--- src/rtl/lsbp_pkg.sv ---
package lsbp_pkg;

	localparam int MAX_MARKERS = 4096;
	localparam int IDX_W       = 12;
	localparam int CNT_W       = 13;
	localparam int DP_W        = 17;
	localparam int CFG_W       = 17;
	localparam int CFG_IDX_W   = 2;

	// result queue
	localparam int Q_DEPTH = 8;
	localparam int Q_PTR_W = $clog2(Q_DEPTH);
	localparam int Q_CNT_W = Q_PTR_W + 1;

	typedef enum logic [CFG_IDX_W-1:0] {
		CFG_MARKER_COUNT  = 2'd0,
		CFG_LD_THRESHOLD  = 2'd1,
		CFG_MIN_BLOCK_LEN = 2'd2
	} cfg_idx_t;

	typedef struct packed {
		logic [IDX_W-1:0] row_index;
		logic [IDX_W-1:0] col_index;
		logic [DP_W-1:0]  dprime_value;
	} item_t;

	typedef struct packed {
		logic [IDX_W-1:0] block_first;
		logic [IDX_W-1:0] block_last;
		logic             last_of_run;
	} result_t;

	// zero, one or two results produced by one item
	typedef struct packed {
		logic [1:0] num;
		result_t    r0;
		result_t    r1;
	} push_t;

endpackage

--- src/rtl/lsbp_if.sv ---
interface lsbp_in_if;
	import lsbp_pkg::*;

	logic             valid;
	logic             ready;
	logic [IDX_W-1:0] row_index;
	logic [IDX_W-1:0] col_index;
	logic [DP_W-1:0]  dprime_value;

	modport source (output valid, output row_index, output col_index, output dprime_value,
		input ready);
	modport sink (input valid, input row_index, input col_index, input dprime_value,
		output ready);
endinterface

interface lsbp_out_if;
	import lsbp_pkg::*;

	logic             valid;
	logic             ready;
	logic [IDX_W-1:0] block_first;
	logic [IDX_W-1:0] block_last;
	logic             last_of_run;

	modport source (output valid, output block_first, output block_last, output last_of_run,
		input ready);
	modport sink (input valid, input block_first, input block_last, input last_of_run,
		output ready);
endinterface

--- src/rtl/ld_spine_block_partition.sv ---
// LD block partition over a streamed upper-triangular |D'| matrix.
//
// in_ch   : one matrix entry per item (row_index, col_index, dprime_value),
//           column by column, rows rising inside a column.
// out_ch  : one reported block per item (block_first, block_last inclusive,
//           last_of_run set on the final block caused by one entry).
// cfg     : cfg_we / cfg_index / cfg_data write marker_count, ld_threshold
//           and min_block_len; write them only while the block is idle.
//
// Timing: an entry is registered at acceptance and its blocks are written
// into the result queue on the next edge; a block is on out_ch once it is
// in the queue, and never while its entry is being accepted.
// Throughput: one entry per cycle. Most entries yield nothing; an entry that
// closes a column can yield one or two blocks, which go into an 8-deep
// result queue. in_ch.ready drops only when the queue plus the entry in
// flight could overflow, so a stalled receiver backs up into the input.
// Reset: block start and column flag clear, registers take their defaults
// (marker_count 0, ld_threshold 52429, min_block_len 2), queue empties.
module ld_spine_block_partition (
	input  logic                        clk,
	input  logic                        arst_n,
	lsbp_in_if.sink                     in_ch,
	lsbp_out_if.source                  out_ch,
	input  logic                        cfg_we,
	input  logic [lsbp_pkg::CFG_IDX_W-1:0] cfg_index,
	input  logic [lsbp_pkg::CFG_W-1:0]  cfg_data
);
	import lsbp_pkg::*;

	logic [CNT_W-1:0]   marker_count_q;
	logic [DP_W-1:0]    ld_threshold_q;
	logic [CNT_W-1:0]   min_block_len_q;

	item_t              item;
	push_t              push;
	result_t            head;
	logic               busy;
	logic               take;
	logic               pop;
	logic [Q_CNT_W-1:0] q_count;
	logic [Q_CNT_W:0]   q_need;

	// configuration registers
	always_ff @(posedge clk or negedge arst_n) begin
		if (!arst_n) begin
			marker_count_q  <= '0;
			ld_threshold_q  <= DP_W'(52429);
			min_block_len_q <= CNT_W'(2);
		end else if (cfg_we) begin
			case (cfg_idx_t'(cfg_index))
				CFG_MARKER_COUNT:  marker_count_q  <= cfg_data[CNT_W-1:0];
				CFG_LD_THRESHOLD:  ld_threshold_q  <= cfg_data[DP_W-1:0];
				CFG_MIN_BLOCK_LEN: min_block_len_q <= cfg_data[CNT_W-1:0];
				default: ;
			endcase
		end
	end

	// room for two blocks from the entry in flight and two from a new one
	assign q_need = {1'b0, q_count} + (busy ? (Q_CNT_W+1)'(2) : '0);
	assign in_ch.ready = q_need <= (Q_CNT_W+1)'(Q_DEPTH - 2);
	assign take = in_ch.valid && in_ch.ready;

	assign item.row_index    = in_ch.row_index;
	assign item.col_index    = in_ch.col_index;
	assign item.dprime_value = in_ch.dprime_value;

	lsbp_part u_part (
		.clk           (clk),
		.arst_n        (arst_n),
		.take          (take),
		.item          (item),
		.marker_count  (marker_count_q),
		.ld_threshold  (ld_threshold_q),
		.min_block_len (min_block_len_q),
		.busy          (busy),
		.push          (push)
	);

	assign pop = out_ch.valid && out_ch.ready;

	lsbp_fifo u_fifo (
		.clk    (clk),
		.arst_n (arst_n),
		.push   (push),
		.pop    (pop),
		.count  (q_count),
		.head   (head)
	);

	assign out_ch.valid       = q_count != '0;
	assign out_ch.block_first = head.block_first;
	assign out_ch.block_last  = head.block_last;
	assign out_ch.last_of_run = head.last_of_run;

endmodule

--- src/rtl/lsbp_part.sv ---
module lsbp_part (
	input  logic                    clk,
	input  logic                    arst_n,
	input  logic                    take,
	input  lsbp_pkg::item_t         item,
	input  logic [lsbp_pkg::CNT_W-1:0] marker_count,
	input  logic [lsbp_pkg::DP_W-1:0]  ld_threshold,
	input  logic [lsbp_pkg::CNT_W-1:0] min_block_len,
	output logic                    busy,
	output lsbp_pkg::push_t         push
);
	import lsbp_pkg::*;

	logic             valid_s1;
	item_t            item_s1;
	logic [IDX_W-1:0] block_start_q;
	logic             column_failed_q;

	logic [CNT_W-1:0] n;
	logic [CNT_W-1:0] col_w;
	logic [CNT_W-1:0] row_w;
	logic             in_range;
	logic             failed;
	logic             end_col;
	logic             flush;
	logic             close_ok;
	logic             flush_ok;
	logic [IDX_W-1:0] start2;
	logic [CNT_W-1:0] close_len;
	logic [CNT_W-1:0] flush_len;
	logic [IDX_W-1:0] n_last;
	result_t          close_r;
	result_t          flush_r;

	assign busy = valid_s1;

	always_comb begin
		n = (marker_count > CNT_W'(MAX_MARKERS)) ? CNT_W'(MAX_MARKERS) : marker_count;
		col_w = {1'b0, item_s1.col_index};
		row_w = {1'b0, item_s1.row_index};
		in_range = (n >= CNT_W'(2)) && (item_s1.col_index != '0) && (col_w < n)
			&& (item_s1.row_index < item_s1.col_index);
		failed = column_failed_q
			|| ((item_s1.row_index >= block_start_q) && (item_s1.dprime_value < ld_threshold));
		end_col = (row_w + CNT_W'(1)) == col_w;
		flush = end_col && (col_w == n - CNT_W'(1));
		n_last = IDX_W'(n - CNT_W'(1));

		// closing block [block_start, col-1]
		close_len = col_w - {1'b0, block_start_q};
		close_ok = valid_s1 && in_range && end_col && failed && (min_block_len != '0)
			&& (block_start_q < item_s1.col_index) && (close_len >= min_block_len);
		start2 = (end_col && failed) ? item_s1.col_index : block_start_q;

		// flushed final block [start2, n-1]
		flush_len = n - {1'b0, start2};
		flush_ok = valid_s1 && in_range && flush && (min_block_len != '0)
			&& ({1'b0, start2} < n) && (flush_len >= min_block_len);

		close_r.block_first = block_start_q;
		close_r.block_last  = item_s1.col_index - IDX_W'(1);
		close_r.last_of_run = !flush_ok;
		flush_r.block_first = start2;
		flush_r.block_last  = n_last;
		flush_r.last_of_run = 1'b1;

		push.num = 2'(close_ok) + 2'(flush_ok);
		push.r0  = close_ok ? close_r : flush_r;
		push.r1  = flush_r;
	end

	always_ff @(posedge clk or negedge arst_n) begin
		if (!arst_n) begin
			valid_s1        <= 1'b0;
			block_start_q   <= '0;
			column_failed_q <= 1'b0;
		end else begin
			valid_s1 <= take;
			if (valid_s1 && in_range) begin
				column_failed_q <= failed;
				if (end_col && failed) begin
					block_start_q   <= item_s1.col_index;
					column_failed_q <= 1'b0;
				end
				if (flush) begin
					block_start_q   <= '0;
					column_failed_q <= 1'b0;
				end
			end
		end
	end

	always_ff @(posedge clk) begin
		if (take) begin
			item_s1 <= item;
		end
	end

endmodule

--- src/rtl/lsbp_fifo.sv ---
module lsbp_fifo (
	input  logic                      clk,
	input  logic                      arst_n,
	input  lsbp_pkg::push_t           push,
	input  logic                      pop,
	output logic [lsbp_pkg::Q_CNT_W-1:0] count,
	output lsbp_pkg::result_t         head
);
	import lsbp_pkg::*;

	result_t            mem [Q_DEPTH];
	logic [Q_PTR_W-1:0] wr_q;
	logic [Q_PTR_W-1:0] rd_q;
	logic [Q_CNT_W-1:0] count_q;

	assign count = count_q;
	assign head  = mem[rd_q];

	always_ff @(posedge clk or negedge arst_n) begin
		if (!arst_n) begin
			wr_q    <= '0;
			rd_q    <= '0;
			count_q <= '0;
		end else begin
			wr_q    <= wr_q + Q_PTR_W'(push.num);
			rd_q    <= rd_q + Q_PTR_W'(pop);
			count_q <= count_q + Q_CNT_W'(push.num) - Q_CNT_W'(pop);
		end
	end

	always_ff @(posedge clk) begin
		if (push.num != 2'd0) begin
			mem[wr_q] <= push.r0;
		end
		if (push.num == 2'd2) begin
			mem[wr_q + Q_PTR_W'(1)] <= push.r1;
		end
	end

endmodule

--- src/flat_wrapper.sv ---
// flat-port wrapper written by rule: the top's interface ports become plain ports
module ld_spine_block_partition_flat import lsbp_pkg::*;
  (clk, arst_n, cfg_we, cfg_index, cfg_data, in_ch_valid, in_ch_row_index, in_ch_col_index, in_ch_dprime_value, in_ch_ready, out_ch_valid, out_ch_block_first, out_ch_block_last, out_ch_last_of_run, out_ch_ready);
  lsbp_in_if in_ch_i ();
  lsbp_out_if out_ch_i ();
  input  logic clk;
  input  logic arst_n;
  input  logic cfg_we;
  input  logic [lsbp_pkg::CFG_IDX_W-1:0] cfg_index;
  input  logic [lsbp_pkg::CFG_W-1:0] cfg_data;
  input wire logic [$bits(in_ch_i.valid)-1:0] in_ch_valid;
  input wire logic [$bits(in_ch_i.row_index)-1:0] in_ch_row_index;
  input wire logic [$bits(in_ch_i.col_index)-1:0] in_ch_col_index;
  input wire logic [$bits(in_ch_i.dprime_value)-1:0] in_ch_dprime_value;
  output wire logic [$bits(in_ch_i.ready)-1:0] in_ch_ready;
  output wire logic [$bits(out_ch_i.valid)-1:0] out_ch_valid;
  output wire logic [$bits(out_ch_i.block_first)-1:0] out_ch_block_first;
  output wire logic [$bits(out_ch_i.block_last)-1:0] out_ch_block_last;
  output wire logic [$bits(out_ch_i.last_of_run)-1:0] out_ch_last_of_run;
  input wire logic [$bits(out_ch_i.ready)-1:0] out_ch_ready;
  assign in_ch_i.valid = in_ch_valid;
  assign in_ch_i.row_index = in_ch_row_index;
  assign in_ch_i.col_index = in_ch_col_index;
  assign in_ch_i.dprime_value = in_ch_dprime_value;
  assign in_ch_ready = in_ch_i.ready;
  assign out_ch_valid = out_ch_i.valid;
  assign out_ch_block_first = out_ch_i.block_first;
  assign out_ch_block_last = out_ch_i.block_last;
  assign out_ch_last_of_run = out_ch_i.last_of_run;
  assign out_ch_i.ready = out_ch_ready;
  ld_spine_block_partition u_core (.clk(clk), .arst_n(arst_n), .in_ch(in_ch_i), .out_ch(out_ch_i), .cfg_we(cfg_we), .cfg_index(cfg_index), .cfg_data(cfg_data));
endmodule
--- config.mk ---
export PLATFORM = sky130hd
export DESIGN_NAME = ld_spine_block_partition_flat
export DESIGN_NICKNAME = d
export VERILOG_FILES = /design/src/rtl/lsbp_pkg.sv /design/src/rtl/lsbp_if.sv /design/src/rtl/ld_spine_block_partition.sv /design/src/rtl/lsbp_part.sv /design/src/rtl/lsbp_fifo.sv /design/src/flat_wrapper.sv
export SDC_FILE = /design/constraint.sdc
export NUM_CORES = 1
export LEC_CHECK = 0
export BUFFER_PORTS_ARGS = -buffer_cell sky130_fd_sc_hd__buf_2
export CAP_MARGIN = 25
export CORE_MARGIN = 4
export CORE_UTILIZATION = 60
export CTS_CLUSTER_SIZE = 16
export DETAILED_ROUTE_END_ITERATION = 12
export PLACE_DENSITY = 0.86
export SLEW_MARGIN = 0
export SYNTH_ARGS = -nofsm -noshare
export SYNTH_HDL_FRONTEND = slang
export SYNTH_HIERARCHICAL = 1
export SYNTH_SLANG_ARGS = --single-unit
--- constraint.sdc ---
create_clock -name clk -period 10.43 [get_ports clk]
set_input_delay 2.6075 -clock clk [delete_from_list [all_inputs] [get_ports clk]]
set_output_delay 2.6075 -clock clk [all_outputs]
set_load 0.05 [all_outputs]
# Word level (Yosys, flattened, before mapping)
# Memory sizes are Yosys's and may differ from the RTL's.
# Index checks and enable logic that the tools add are counted.
op_classes:
  addsub: 12
  order_cmp: 11
  n_eq_ne: 5
  mux: 11
  reduce_logical: 28
ops:
  columns: ["op", "count"]
  rows:
  - [">= comparator 13 bit", 2]
  - ["less-than comparator 12 x 13 -> 1 bit", 2]
  - ["two-way mux 25 bit", 1]
  - ["less-than comparator 12 bit", 2]
  - ["two-way mux 12 bit", 2]
  - ["logical AND 1 bit", 18]
  - ["less-than comparator 17 bit", 1]
  - ["adder 12 x 1 -> 13 bit, second input constant", 1]
  - ["equality test 12 x 13 -> 1 bit", 1]
  - ["equality test 13 x 12 -> 1 bit", 1]
  - [">= comparator 13 x 2 -> 1 bit, second input constant", 1]
  - ["> comparator 13 bit, second input constant", 1]
  - ["two-way mux 13 bit", 1]
  - ["nonzero test 13 bit", 1]
  - ["subtractor 12 x 12 -> 13 bit", 1]
  - ["subtractor 13 x 1 -> 13 bit, second input constant", 1]
  - ["subtractor 13 x 12 -> 13 bit", 1]
  - [">= comparator 12 bit", 1]
  - ["nonzero test 12 bit", 1]
  - ["subtractor 12 x 1 -> 12 bit, second input constant", 1]
  - ["two-way mux 1 bit", 6]
  - ["AND reduction 2 bit", 3]
  - ["adder 4 x 5 -> 5 bit", 1]
  - ["less-or-equal comparator 5 x 3 -> 1 bit, second input constant", 1]
  - ["other kinds (14)", 15]
word_totals:
  register_bits: 108
  ram_bits: 200
  inputBits: 65
  output_inout_bits: 27
  elab_cells: 80
  mem_count: 1
memory_table:
  columns: ["memory", "depth", "word_bits", "read_ports", "rd_clocked_by_memory_dff", "wr", "line_no", "rtl"]
  rows:
  - ["u_core.u_fifo.mem", 8, 25, 1, 0, 2, "lsbp_fifo.sv:11", "result_t mem [Q_DEPTH];"]

# Longest topological paths before layout
depth:
  word_depth: 16
  ltp_mapped: 34
  depth_no_buf: 34

# By module
# Netlist, hierarchy kept.
modules_own_cells:
  columns: ["module", "instances", "cells_each", "area_per_inst_um2", "seq_area_each_um2"]
  rows:
  - ["lsbp_fifo", 1, 576, 10622.7, 6256.0]
  - ["lsbp_part", 1, 714, 6391.1, 1581.5]
  - ["ld_spine_block_partition", 1, 104, 1717.9, 1088.5]

# Worst setup path before layout
# Ideal clock, no wire load.
synth_timing:
  path_type: "register to register"
  start: "register u_core.u_part.item_s1 (netlist bit u_core/u_part/col_w[5])"
  end: "memory u_core/u_fifo/mem[1][0] in the netlist's numbering, enable pin"
  setup_time_ps: 446
  arrival_time_ps: 7662
  required_ps: 9984
  path_slack_ps: 2322
  path_stages_with_launch: 29
  path_buffers: 1
  period_less_slack_ps: 8108
  path_cell_list: "edfxtp_1 buf_2 xnor2_1 or3_1 o22ai_2 o2111ai_1 or4_4 nor2_8 mux2i_1 inv_1 ha_1 fa_1 nor2b_1 o21ai_0 a21boi_0 o21ai_0 a21oi_1 nor2_1 o21ai_0 xnor2_1 ha_1 nand4_1 nor4_1 a211oi_1 a2111oi_2 o211a_1 ha_1 o21ai_0 o31ai_1"
synth_rtl:
  columns: ["item", "line_no", "rtl"]
  rows:
  - ["from (decl)", "lsbp_part.sv:15", "item_t item_s1;"]
  - ["from (signal assigned)", "lsbp_part.sv:95", "item_s1 <= item;"]
  - ["to (decl)", "lsbp_fifo.sv:11", null]

==> metrics.md <==
| Metric | Value |
|---|---|
| Tightest Hold Check Type | flop to flop |
| Diodes inserted | 0 |
| # fillers | 2,111 |
| Routed wire length | 46,200 µm |
| Post-synth EDFFs | 241 |
| R2R depth | 31 |
| I/O Buffers | 91 |
| Layout Nets | 1,672 |
| Sw frac | 36.1% |
| Site Rows | 64 |
| GRT Overall Usage | 27.0% |
| Cell mode on critical path | ha_1 |
| Final Hold Fails | 0 |
| NetSw | 1.53 mW |
| Worst Tran Pin Value | 1.11 ns |
| Worst slew margin | between 20 and 25% |
| Reg2reg setup slack | 1.51 ns |
| Layer with the highest usage | met2 |
| Post-Synthesis Cells | between 1,000 and 1,500 |
| Worst R2R End | u_core/u_fifo/mem[2][17]$_DFFE_PP_ |
| Cell area after synthesis | around 0.019 mm² |
| Met2 Use GR | between 40 and 50% |
| Synthesis Warnings | 6 |
| First-pass GRT wire length | 71,500 µm |
| Total gr overflow | 0 |
| Post-CTS Resized | 0 |
| Clock Latency Late Sink | between 0.5 and 0.6 ns |
| Reg area | 0.00893 mm² |
| Worst Path Buf+Inv | 3 |
| Non-Filler Instances | ~1,900 |
| CTS tree | built |
| #FFs+latches synth | 308 |
| Synth cell types | 92 |
| Crit path depth | 31 |
| CP Class | flop to flop |
| Die footprint | between 0.03 and 0.04 mm² |
| Synth async-reset ratio | between 20% and 30% |
| Delay-heaviest family, CP | compound AO/OA/AOI/OAI gates |
| Setup total negative slack | 0 ns |
| Bufs on Longest Clock Path | 3 |
| Hold buffers post-CTS | 0 |
| Status | finished, final reports clean |
| Area of the multi-input gates | roughly 0.009 mm² |
| Crit-path max cell delay | 0.80 ns |
| Max-cap violations | 0 |
| Seq pwr share | 37.5% |
| Reg2Reg Launch Point | u_core/ld_threshold_q[3]$_DFFE_PN1P_ |
| FMAX | 112 MHz |
| Crit path launch type | flop |
| Root Buffer | clkbuf_16 |
| # DRC | 0 |
| DIE HEIGHT | 185 µm |
| Slowest CP cell | nor2_2 |
| Setup Buffers After CTS | 0 |
| Layout Area Growth over Synthesis | 9.75% |
| WHS Endpoint | u_core/u_part/block_start_q[9]$_DFFE_PN0P_ |
| CTS buffer count | 31 |
| Clock share of power | 24.4% |
| Worst Path Required | roughly 11 ns |
| Die width | 185 µm |
| Routed length per instance | 24.3 µm |
| CP endpoint kind | flop |
| Final Slew Violations | 0 |
| Final worst path period need | between 8 and 9 ns |
| Gpl congestion | 0.969 |
| Met3 usage | 2.80% |
| Final setup viols | 0 |
| Met1 global-route usage | 36.9% |
| Antenna-violating nets left | 0 |
| Synthesized area per cell | 13.4 µm² |
| Io pins | between 90 and 100 |
| LEAKAGE | 7.80 nW |
| Inst Count DP | 1,846 |
| Initial Util | 61.1% |
| Vias in the first global route | between 10,000 and 15,000 |
| CTS Sinks | a little over 300 |
| DR pass1 iterations | 5 |
| Power Internal | 2.72 mW |
| Hold Path Origin | u_core/u_part/block_start_q[9]$_DFFE_PN0P_ |
| DR vias | 12,168 |
| Sequential-to-total area share from yosys stat | ~48% |
| Core area | 0.0307 mm² |
| CP arrival | 9.25 ns |
| Via-to-Cell Ratio | 6.39 |
| Initial antenna violation count | 0 |
| Maximum vdd ir drop | 0.170 mV |
| Final worst-path cycle share | between 80% and 90% |
| Synth Flop Type | edfxtp_1 |
| DRT iter0 DRCs | 1,204 |
| Clock skew | 0.0169 ns |
| Post-DP HPWL | approximately 31,000 µm |
| Comb pwr share | about two fifths |
| Syn Nets | 1,582 |
| RSZ-0062 raised after global routing | no |
| Hold path depth | 2 |
| Share of layout cells above drive strength 1 | between 30% and 40% |
| Pwr/cell area | 207 mW/mm² |
| Largest net degree at the start of global routing | 68 |
| Critical path peak fanout | 14 |
| H-tree depth | 1 |
| Clock transition at path regs | 0.06 ns |
worst max path at each step:
stage / from / endpoint
2_1_floorplan: u_core/u_part/col_w[5]$_DFFE_PP_ / u_core/u_fifo/mem[1][0]$_DFFE_PP_
3_3_place_gp: u_core/ld_threshold_q[3]$_DFFE_PN1P_ / u_core/u_fifo/mem[2][4]$_DFFE_PP_
3_5_place_dp: u_core/ld_threshold_q[3]$_DFFE_PN1P_ / u_core/u_fifo/mem[2][17]$_DFFE_PP_
4_1_cts: u_core/ld_threshold_q[3]$_DFFE_PN1P_ / u_core/u_fifo/mem[2][17]$_DFFE_PP_
5_1_grt: u_core/ld_threshold_q[3]$_DFFE_PN1P_ / u_core/u_fifo/mem[2][17]$_DFFE_PP_
6_report: u_core/ld_threshold_q[3]$_DFFE_PN1P_ / u_core/u_fifo/mem[2][17]$_DFFE_PP_
logic make-up (layout without fill, tap and decap cells):
kind of cell               count (synthesis)  count (layout)  share of synthesized area [%]
other                                      1               1                         0.0200
DFF                                      308             308                           47.7
buffers and inverters                    162             277                           3.83
AOI/OAI and AO/OA                        158             158                           5.74
and+or+nand+nor                          224             224                           6.87
xor gates and xnor gates                  58              58                           2.89
muxes                                    360             360                           24.6
adders and majority gates                123             123                           8.38
cells in the final DEF, fill, tap and decap left out, drive strengths merged, types with 39 or more instances in the layout:
cell / count
buf: 110
clkbuf: 42
dfrtp: 57
edfxtp: 241
ha: 119
inv: 111
mux2: 278
mux4: 50
nand2: 69
nor2: 39
xnor2: 44
cells in the mapped netlist, types with 6 or more instances:
library cell | n | area share, %
mux2_2 | 268 | 16
nor3_1 | 18 | 0.48
ha_1 | 119 | 7.9
a211oi_1 | 9 | 0.36
o21ai_0 | 31 | 0.83
nand2_1 | 65 | 1.3
nand3_1 | 15 | 0.40
o21a_1 | 11 | 0.44
xnor2_1 | 43 | 2.0
o211ai_1 | 6 | 0.24
nor2_1 | 36 | 0.72
nor4_1 | 9 | 0.30
or4_1 | 6 | 0.24
buf_6 | 7 | 0.42
edfxtp_1 | 241 | 39
dfrtp_1 | 57 | 7.6
mux4_2 | 50 | 6.0
inv_1 | 108 | 2.2
nand2b_1 | 6 | 0.20
nor2b_1 | 12 | 0.40
buf_2 | 15 | 0.40
mux2_4 | 6 | 0.48
nand4_1 | 12 | 0.40
xor2_1 | 12 | 0.56
a21oi_1 | 32 | 0.85
dfstp_2 | 10 | 1.4
mux2i_1 | 31 | 1.7
clkbuf_1 | 19 | 0.38
buf_4 | 10 | 0.40
a21o_1 | 11 | 0.44
o31ai_1 | 16 | 0.64
state kept, by name, summed over array words and instances (netlist names):
register / count
u_core/u_part/col_w: 12
u_core/u_part/item_s1: 29
u_core/min_block_len_q: 13
u_core/u_fifo/rd_q: 3
u_core/marker_count_q: 13
u_core/u_fifo/count: 4
u_core/u_part/block_start_q: 12
u_core/ld_threshold_q: 17
u_core/u_fifo/mem: 200
u_core/u_part/column_failed_q: 1
u_core/u_part/busy: 1
u_core/u_fifo/wr_q: 3
per-layer routing:
layer | wire length [µm] | vias to the layer above
met2 | 22400 | 544
met3 | 3150 | 114
met4 | 1940 | 0
li1 | - | 5475
met5 | 0 | -
met1 | 18700 | 6035
cell type report:
type | instances | share of cell area [%]
Tap cell | 396 | 2.41
Clock inverter | 16 | 0.450
Inverter | 109 | 1.99
Timing Repair Buffer | 110 | 3.06
Sequential cell | 308 | 43.4
Clock buffer | 42 | 4.12
Multi-Input combinational cell | 924 | 44.5
stage by stage:
stage                     instance area (µm²)  utilization, %  power [mW]  worst slack [ns]  hold WS (ns)
after CTS                               20500            66.9        4.24              1.58         0.502
after global routing                    20600            67.0        4.48              1.00         0.522
after floorplan                         18700               -        2.80              2.32         0.464
after global placement                  19600            63.8        3.13              1.87         0.478
after detailed placement                19600            63.9        3.19              1.67         0.483
final                                   20600            67.0        4.25              1.51         0.505
tightest hold or removal path, stage by stage, from the launching register on:
cell     delay, ns
dfrtp_1       0.36
nand2_1       0.05
o31ai_1       0.06
power groups by stage:
stage	registers (mW)	clock network, mW	logic [mW]
final	1.59	1.04	1.62
after floorplan	1.55	0	1.24
after global routing	1.60	1.11	1.77
after global placement	1.61	0	1.52
after detailed placement	1.61	0	1.58
after CTS	1.59	1.06	1.60
Power figures use the tool's default switching activity.
